`config.mk`:
```
export PLATFORM = sky130hd
export DESIGN_NAME = handheld_console_timer_unit
export DESIGN_NICKNAME = d
export VERILOG_FILES = /design/src/design/hct_pkg.sv /design/src/design/handheld_console_timer_unit.sv
export VERILOG_INCLUDE_DIRS = /design/src /design/src/design
export SDC_FILE = /design/constraint.sdc
export NUM_CORES = 1
export LEC_CHECK = 0
export BUFFER_PORTS_ARGS = -buffer_cell sky130_fd_sc_hd__buf_2
export CAP_MARGIN = 20
export CORE_MARGIN = 1
export CORE_UTILIZATION = 59
export CTS_BUF_LIST = sky130_fd_sc_hd__clkbuf_16
export CTS_CLUSTER_DIAMETER = 50
export DETAILED_ROUTE_END_ITERATION = 7
export PLACE_DENSITY = 0.91
export SLEW_MARGIN = 10
export SYNTH_ARGS = -nofsm -noshare
export SYNTH_HDL_FRONTEND = slang
export SYNTH_SLANG_ARGS = --single-unit
```
`constraint.sdc`:
```
create_clock -name clk -period 4.5 [get_ports clk]
set_clock_uncertainty 0.05 [all_clocks]
set_input_delay 0.225 -clock clk [delete_from_list [all_inputs] [get_ports clk]]
set_output_delay 0.225 -clock clk [all_outputs]
set_load 0.01 [all_outputs]
```
`src/design/handheld_console_timer_unit_assert.svh`:
```
// Assertion macros for the handheld console timer unit.
// Needs a clock named clk and an active-low reset named rst_n in scope.
`ifndef HANDHELD_CONSOLE_TIMER_UNIT_ASSERT_SVH
`define HANDHELD_CONSOLE_TIMER_UNIT_ASSERT_SVH

// Same-cycle implication.
`define HCT_ASSERT_NOW(label, ante, cons, msg) \
  label: assert property (@(posedge clk) disable iff (!rst_n) (ante) |-> (cons)) \
    else $error(msg);

// Next-cycle implication.
`define HCT_ASSERT_NEXT(label, ante, cons, msg) \
  label: assert property (@(posedge clk) disable iff (!rst_n) (ante) |=> (cons)) \
    else $error(msg);

`endif

```
`src/design/hct_pkg.sv`:
```
// Shared types, register addresses and a lookup function for the timer unit.
// No dependencies.
`timescale 1ns / 1ps
`default_nettype none

package hct_pkg;

  typedef enum logic [1:0] {
    MODE_TICK  = 2'd0,
    MODE_READ  = 2'd1,
    MODE_WRITE = 2'd2
  } hct_mode_t;

  localparam logic [15:0] ADDR_DIVIDER = 16'hFF04;
  localparam logic [15:0] ADDR_COUNTER = 16'hFF05;
  localparam logic [15:0] ADDR_MODULO  = 16'hFF06;
  localparam logic [15:0] ADDR_CONTROL = 16'hFF07;

  localparam int unsigned CTRL_RUN_BIT = 2;

  typedef struct packed {
    logic [1:0]  mode;
    logic [15:0] address;
    logic [7:0]  write_data;
    logic [7:0]  tick_count;
  } hct_in_t;

  typedef struct packed {
    logic [7:0] read_data;
    logic       timer_interrupt;
  } hct_out_t;

  // prescale threshold per speed select
  function automatic logic [7:0] hct_threshold(input logic [1:0] speed);
    logic [7:0] lim;
    case (speed)
      2'd0:    lim = 8'd64;
      2'd1:    lim = 8'd1;
      2'd2:    lim = 8'd4;
      default: lim = 8'd16;
    endcase
    return lim;
  endfunction

endpackage

`default_nettype wire

```
`src/design/handheld_console_timer_unit.sv`:
```
// Handheld console timer unit: divider, counter, modulo and control registers.
// An input transfer is registered in stage 1 and then moves into the result
// register, where its result is valid; a stalled, full result register holds it.
// Throughput: one item per cycle; only a stalled, full result register stops it.
// Reset (rst_n low, synchronous): pipeline empties, all timer state clears.
// Depends on hct_pkg and handheld_console_timer_unit_assert.svh.
`timescale 1ns / 1ps
`default_nettype none

module handheld_console_timer_unit import hct_pkg::*; (
  input  wire logic    clk,
  input  wire logic    rst_n,
  input  wire logic    in_valid,
  output logic         in_stall,
  input  wire hct_in_t in_data,
  output logic         out_valid,
  input  wire logic    out_stall,
  output hct_out_t     out_data
);

  // ---------------------------------------------------------------------
  // Pipeline control. Stage 1 is the input register; the item in it is
  // applied to the timer state in the cycle it moves into the result
  // register, so state updates happen in transfer order.
  // ---------------------------------------------------------------------
  logic     s1_valid_r, s1_valid_nxt;
  hct_in_t  s1_data_r;
  logic     s1_adv;
  logic     out_valid_r, out_valid_nxt;
  hct_out_t out_data_r, out_data_nxt;

  // Stage 1 drains when the result register is empty or being taken.
  assign s1_adv   = s1_valid_r && (!out_valid_r || !out_stall);
  assign in_stall = s1_valid_r && !s1_adv;

  assign s1_valid_nxt  = (in_valid && !in_stall) || (s1_valid_r && !s1_adv);
  assign out_valid_nxt = s1_adv || (out_valid_r && out_stall);

  assign out_valid = out_valid_r;
  assign out_data  = out_data_r;

  // ---------------------------------------------------------------------
  // Timer state
  // ---------------------------------------------------------------------
  logic [1:0] quarter_r,  quarter_nxt;    // leftover machine cycles (div-by-4)
  logic [3:0] subcount_r, subcount_nxt;   // quarters toward next divider step
  logic [7:0] prescale_r, prescale_nxt;   // wrapping prescale count
  logic [7:0] divider_r,  divider_nxt;
  logic [7:0] counter_r,  counter_nxt;
  logic [7:0] modulo_r,   modulo_nxt;
  logic [7:0] control_r,  control_nxt;

  // ---------------------------------------------------------------------
  // Single-pass update: a tick is one 9-bit add, four 8-bit adds and two
  // compares; reads and writes are an address decode.
  // ---------------------------------------------------------------------
  always_comb begin
    logic [8:0] total;
    logic [6:0] quarters;
    logic [7:0] prescale_sum;
    logic [7:0] sub_sum;
    logic [7:0] counter_inc;
    logic [7:0] limit;

    total        = 9'(quarter_r) + 9'(s1_data_r.tick_count);
    quarters     = total[8:2];
    prescale_sum = prescale_r + 8'(quarters);
    sub_sum      = 8'(subcount_r) + 8'(quarters);
    counter_inc  = counter_r + 8'd1;
    limit        = hct_threshold(control_r[1:0]);

    quarter_nxt  = quarter_r;
    subcount_nxt = subcount_r;
    prescale_nxt = prescale_r;
    divider_nxt  = divider_r;
    counter_nxt  = counter_r;
    modulo_nxt   = modulo_r;
    control_nxt  = control_r;
    out_data_nxt = '0;

    if (s1_adv) begin
      case (s1_data_r.mode)
        MODE_TICK: begin
          quarter_nxt  = total[1:0];
          subcount_nxt = sub_sum[3:0];
          divider_nxt  = divider_r + 8'(sub_sum[7:4]);
          prescale_nxt = prescale_sum;
          // counter steps at most once per tick
          if (control_r[CTRL_RUN_BIT] && (prescale_sum >= limit)) begin
            prescale_nxt = '0;
            if (counter_inc == 8'd0) begin
              counter_nxt                  = modulo_r;
              out_data_nxt.timer_interrupt = 1'b1;
            end else begin
              counter_nxt = counter_inc;
            end
          end
        end
        MODE_READ: begin
          case (s1_data_r.address)
            ADDR_DIVIDER: out_data_nxt.read_data = divider_r;
            ADDR_COUNTER: out_data_nxt.read_data = counter_r;
            ADDR_MODULO:  out_data_nxt.read_data = modulo_r;
            ADDR_CONTROL: out_data_nxt.read_data = control_r;
            default:      out_data_nxt.read_data = '0;
          endcase
        end
        MODE_WRITE: begin
          // divider write stores the byte; internal counts untouched
          case (s1_data_r.address)
            ADDR_DIVIDER: divider_nxt = s1_data_r.write_data;
            ADDR_COUNTER: counter_nxt = s1_data_r.write_data;
            ADDR_MODULO:  modulo_nxt  = s1_data_r.write_data;
            ADDR_CONTROL: control_nxt = s1_data_r.write_data;
            default: ;
          endcase
        end
        default: ;  // unused mode: no effect, zero result
      endcase
    end
  end

  // ---------------------------------------------------------------------
  // Registers
  // ---------------------------------------------------------------------
  always_ff @(posedge clk) begin
    if (!rst_n) begin
      s1_valid_r  <= 1'b0;
      out_valid_r <= 1'b0;
      quarter_r   <= '0;
      subcount_r  <= '0;
      prescale_r  <= '0;
      divider_r   <= '0;
      counter_r   <= '0;
      modulo_r    <= '0;
      control_r   <= '0;
    end else begin
      s1_valid_r  <= s1_valid_nxt;
      out_valid_r <= out_valid_nxt;
      quarter_r   <= quarter_nxt;
      subcount_r  <= subcount_nxt;
      prescale_r  <= prescale_nxt;
      divider_r   <= divider_nxt;
      counter_r   <= counter_nxt;
      modulo_r    <= modulo_nxt;
      control_r   <= control_nxt;
    end
  end

  // payload registers, no reset
  always_ff @(posedge clk) begin
    if (!in_stall) begin
      s1_data_r <= in_data;
    end
    if (s1_adv) begin
      out_data_r <= out_data_nxt;
    end
  end

  // ---------------------------------------------------------------------
  // Assertions
  // ---------------------------------------------------------------------
  logic irq_fire, irq_reload_ok, stopped_tick;

  assign irq_fire      = s1_adv && out_data_nxt.timer_interrupt;
  assign irq_reload_ok = out_data_r.timer_interrupt && (counter_r == modulo_r);
  assign stopped_tick  = s1_adv && (s1_data_r.mode == MODE_TICK) && !control_r[CTRL_RUN_BIT];

  `include "handheld_console_timer_unit_assert.svh"

  `HCT_ASSERT_NOW(a_stall_only_when_full, in_stall, s1_valid_r && out_valid_r, "stall with room")
  `HCT_ASSERT_NEXT(a_irq_reloads, irq_fire, irq_reload_ok, "interrupt without reload")
  `HCT_ASSERT_NEXT(a_stopped_counter_holds, stopped_tick, $stable(counter_r), "counter not held")

endmodule

`default_nettype wire

```
==> results.sh <==
export IMPL_run_status="completed"
export IMPL_worst_skew_pair_late_latency_ns=0.34
export IMPL_hpwl_mm=7.02
export IMPL_relSlewSlack_pct=38.8
export IMPL_globalRouteTotalUtil_pct=26.1
export IMPL_post_synth_top_area_cell="sky130_fd_sc_hd__edfxtp_1"
export IMPL_async_reset_ff_share_pct=0
export IMPL_start_util_pct=61.8
export IMPL_library_cells_used_by_synthesis=61
export IMPL_dr_iter_0_viols=415
export IMPL_synth_top_family_by_area="simple AND/OR/NAND/NOR gates"
export IMPL_port_buffers=48
export IMPL_htree_levels=3
export IMPL_cts_buffers_inserted=9
export IMPL_synthMuxAreaShare_pct=9.65
export IMPL_max_clock_freq_ghz=0.229
export IMPL_diodes=0
export IMPL_grt_pass1_vias=3643
export IMPL_synth_fa_ha_area_share_pct=7.37
export IMPL_category_of_the_worst_setup_path_capture_point="flop"
export IMPL_number_of_enable_flip_flop_cells_after_synthesis=43
export IMPL_tritoncts="done"
export IMPL_critPathMaxFanout=8
export IMPL_ys_top_cells_by_area="sky130_fd_sc_hd__edfxtp_1 27%, sky130_fd_sc_hd__dfxtp_1 20%, sky130_fd_sc_hd__ha_1 5.7%"
export IMPL_worstMarginPinSlew_ns=0.918
export IMPL_postSynthNetCount=509
export IMPL_total_of_endpoints_with_negative_setup_slack_in_the_final_report=0
export IMPL_drv_max_cap_violation_count=0
export IMPL_antenna_left=0
export IMPL_die_area_mm2=0.00854
export IMPL_synth_seq_cells=91
export IMPL_grt_max_degree=52
export IMPL_timing_worst_setup_path_type="flop to flop"
export IMPL_detail_route_drc_violations=0
export IMPL_setup_tns_final_ns=0
export IMPL_clock_tree_root_cell="sky130_fd_sc_hd__clkbuf_16"
export IMPL_ys_dominant_reg_cell="sky130_fd_sc_hd__dfxtp_1"
export IMPL_critical_path_arrival_ns=4.57
export IMPL_post_route_util_pct=70.4
export IMPL_die_width_um=92.4
export IMPL_drt_pass1_iter_count=5
export IMPL_floorplan_die_height_um=92.4
export IMPL_grt_pass1_wl_mm=17.0
export IMPL_finalNetCount=556
export IMPL_holdBufCountCts=0
export IMPL_syn_avg_cell_area_um2=10.8
export IMPL_post_route_period_util_pct=97.0
export IMPL_ir_worst_vdd_mv=0.299
export IMPL_fill_cell_instance_count_of_the_final_layout=543
export IMPL_synthToLayoutAreaGrowth_pct=14.0
export IMPL_drive_above_1_share_pct=18.9
export IMPL_fin_crit_ns=4.36
export IMPL_report_final_slew_viol_count=0
export IMPL_clk_pin_slew_worst_paths_ns=0.07
export IMPL_placed_area_mm2=0.00514
export IMPL_wire_per_inst_um=18.1
export IMPL_synth_warnings=0
export IMPL_site_row_count=32
export IMPL_postSynthCellCount=445
export IMPL_sequential_area_share_after_synthesis_pct=46.7
export IMPL_boundaryPins=49
export IMPL_synthesis_area_mm2=0.00482
export IMPL_final_hold_viol_count=0
export IMPL_crit_path_start_kind="flop"
export IMPL_detail_route_vias_per_cell=6.12
export IMPL_core_mm2=0.00781
export IMPL_cts_root_to_sink_buffers=2
export IMPL_grt_antenna_before_repair=0
export IMPL_power_density_mw_per_mm2=336
export IMPL_remaining_global_route_overflow=0
export IMPL_rsz0062_at_grt="false"
export IMPL_finalPower_uw=1850
export IMPL_share_of_the_synthesized_area_in_compound_gates_ao_oa_aoi_oai_pct=12.1
export IMPL_worst_ep_required_time_ns=4.71
export IMPL_cts_sink_count=91
export IMPL_worstHoldPathType="input port to flop"
export IMPL_fin_area_mm2=0.00550
export IMPL_finalWeightedCongestion=0.853
export IMPL_num_vias=3667
export IMPL_synthesized_area_fraction_occupied_by_and_or_nand_nor_cells_pct=18.0
export IMPL_power_leakage_uw=0.00223
export IMPL_netlist_area_leader_share_pct=26.8
export IMPL_synth_xor_xnor_area_share_pct=3.63
export IMPL_drt_total_wl_mm=10.8
worst max-delay path, cell delays in order, from the launching register on:
cell and delay, ns:
sky130_fd_sc_hd__edfxtp_1 0.42, sky130_fd_sc_hd__ha_1 0.26, sky130_fd_sc_hd__fa_1 0.47, sky130_fd_sc_hd__xor2_2 0.19
sky130_fd_sc_hd__ha_1 0.23, sky130_fd_sc_hd__inv_1 0.07, sky130_fd_sc_hd__fa_1 0.41, sky130_fd_sc_hd__nor2b_1 0.16
sky130_fd_sc_hd__o21a_1 0.15, sky130_fd_sc_hd__nor2_1 0.05, sky130_fd_sc_hd__xnor2_1 0.14, sky130_fd_sc_hd__ha_1 0.21
sky130_fd_sc_hd__or4_4 0.55, sky130_fd_sc_hd__nand3_2 0.12, sky130_fd_sc_hd__nand3_4 0.09, sky130_fd_sc_hd__o311ai_4 0.30
sky130_fd_sc_hd__buf_12 0.18, sky130_fd_sc_hd__mux2i_1 0.21
cell families after synthesis:
logic type               after synthesis
XOR/XNOR                              20
flip-flops                            91
buffers and inverters                 30
AND/OR/NAND/NOR                      162
adder cells (fa/ha/maj)               26
other                                  1
AO/OA/AOI/OAI                         79
multiplexers                          36
area by class of cell:
cell class | count | area [um2] | area share [%]
clock buffers | 10 | 250 | 4.55
clock inverters | 6 | 70.1 | 1.27
inverters | 15 | 56.3 | 1.02
multi-input cells | 324 | 2470 | 44.9
flip-flops and latches | 91 | 2250 | 41.0
well taps | 102 | 128 | 2.32
repair buffers | 51 | 275 | 5.01
cells in the mapped netlist, drive strengths merged (5+ instances only):
| library cell | n |
|---|---|
| a21oi | 17 |
| a22o | 8 |
| nor2b | 37 |
| xor2 | 5 |
| nand2b | 6 |
| nand2 | 52 |
| nor2 | 20 |
| nand3 | 18 |
| a21boi | 9 |
| clkbuf | 13 |
| ha | 22 |
| o21ai | 15 |
| inv | 15 |
| dfxtp | 48 |
| nand4 | 8 |
| mux2i | 27 |
| mux4 | 8 |
| edfxtp | 43 |
| xnor2 | 15 |
sequential cells by signal, summed over array words and instances (netlist names):
| signal | count |
|---|---|
| divider_r | 8 |
| s1_valid_r | 1 |
| control_r | 8 |
| prescale_r | 8 |
| counter_r | 8 |
| modulo_r | 8 |
| subcount_r | 4 |
| s1_data_r | 34 |
| quarter_r | 2 |
| out_valid | 1 |
| out_data | 9 |
placed cells by master, fill, tap and decap left out, types with 7 or more instances in the layout:
cell	Yosys	layout
sky130_fd_sc_hd__ha_1	22	22
sky130_fd_sc_hd__a21boi_0	8	8
sky130_fd_sc_hd__nand3_1	16	15
sky130_fd_sc_hd__edfxtp_1	43	43
sky130_fd_sc_hd__buf_2	0	48
sky130_fd_sc_hd__xnor2_1	15	15
sky130_fd_sc_hd__nand2_1	52	52
sky130_fd_sc_hd__nand4_1	7	7
sky130_fd_sc_hd__clkbuf_16	0	10
sky130_fd_sc_hd__nor2_1	19	19
sky130_fd_sc_hd__a22o_1	8	8
sky130_fd_sc_hd__dfxtp_1	48	48
sky130_fd_sc_hd__a21oi_1	14	14
sky130_fd_sc_hd__inv_1	15	15
sky130_fd_sc_hd__nor2b_1	37	37
sky130_fd_sc_hd__mux2i_1	27	27
sky130_fd_sc_hd__o21ai_0	14	14
sky130_fd_sc_hd__mux4_2	8	8
through the flow:
stage	setup slack, ns	hold slack [ns]	instances
2_1_floorplan	0.580	0.274	445
3_3_place_gp	0.388	0.351	581
3_5_place_dp	0.211	0.353	581
4_1_cts	0.0760	0.00274	597
5_1_grt	0.0214	0.00270	599
6_report	0.137	0.00715	599
final timing paths:
| path | startpoint | end | slack [ns] | cells past startpoint |
|---|---|---|---|---|
| setup reg to reg | s1_data_r[0] | counter_r[2] | 0.14 | 17 |
| hold reg to reg | subcount_r[3] | subcount_r[3] | 0.43 | 2 |
| hold / removal | in_data[27] | s1_data_r[27] | 0.007 | 1 |
| setup / recovery | s1_data_r[0] | counter_r[2] | 0.14 | 17 |
layer usage:
metal	track usage, %	vias to the layer above	routed length (um)
met1	32.9	1713	4460
met4	14.5	0	334
met5	0	-	0
met3	4.11	36	847
met2	43.0	207	5210
li1	-	1711	-
power breakdown:
part           internal, uW  leakage (uW)  switching (uW)
sequential              892      0.000835            26.8
combinational          57.8       0.00124            69.7
clock                   468      0.000153             330
total                  1420       0.00223             427
what timing repair did:
action | in CTS | in global routing
resized for setup | 0 | 1
endpoints found under the hold margin | 0 | 0
setup endpoints to repair | 0 | 8
buffers inserted | 0 | 1
(Power assumes the default switching activity.)
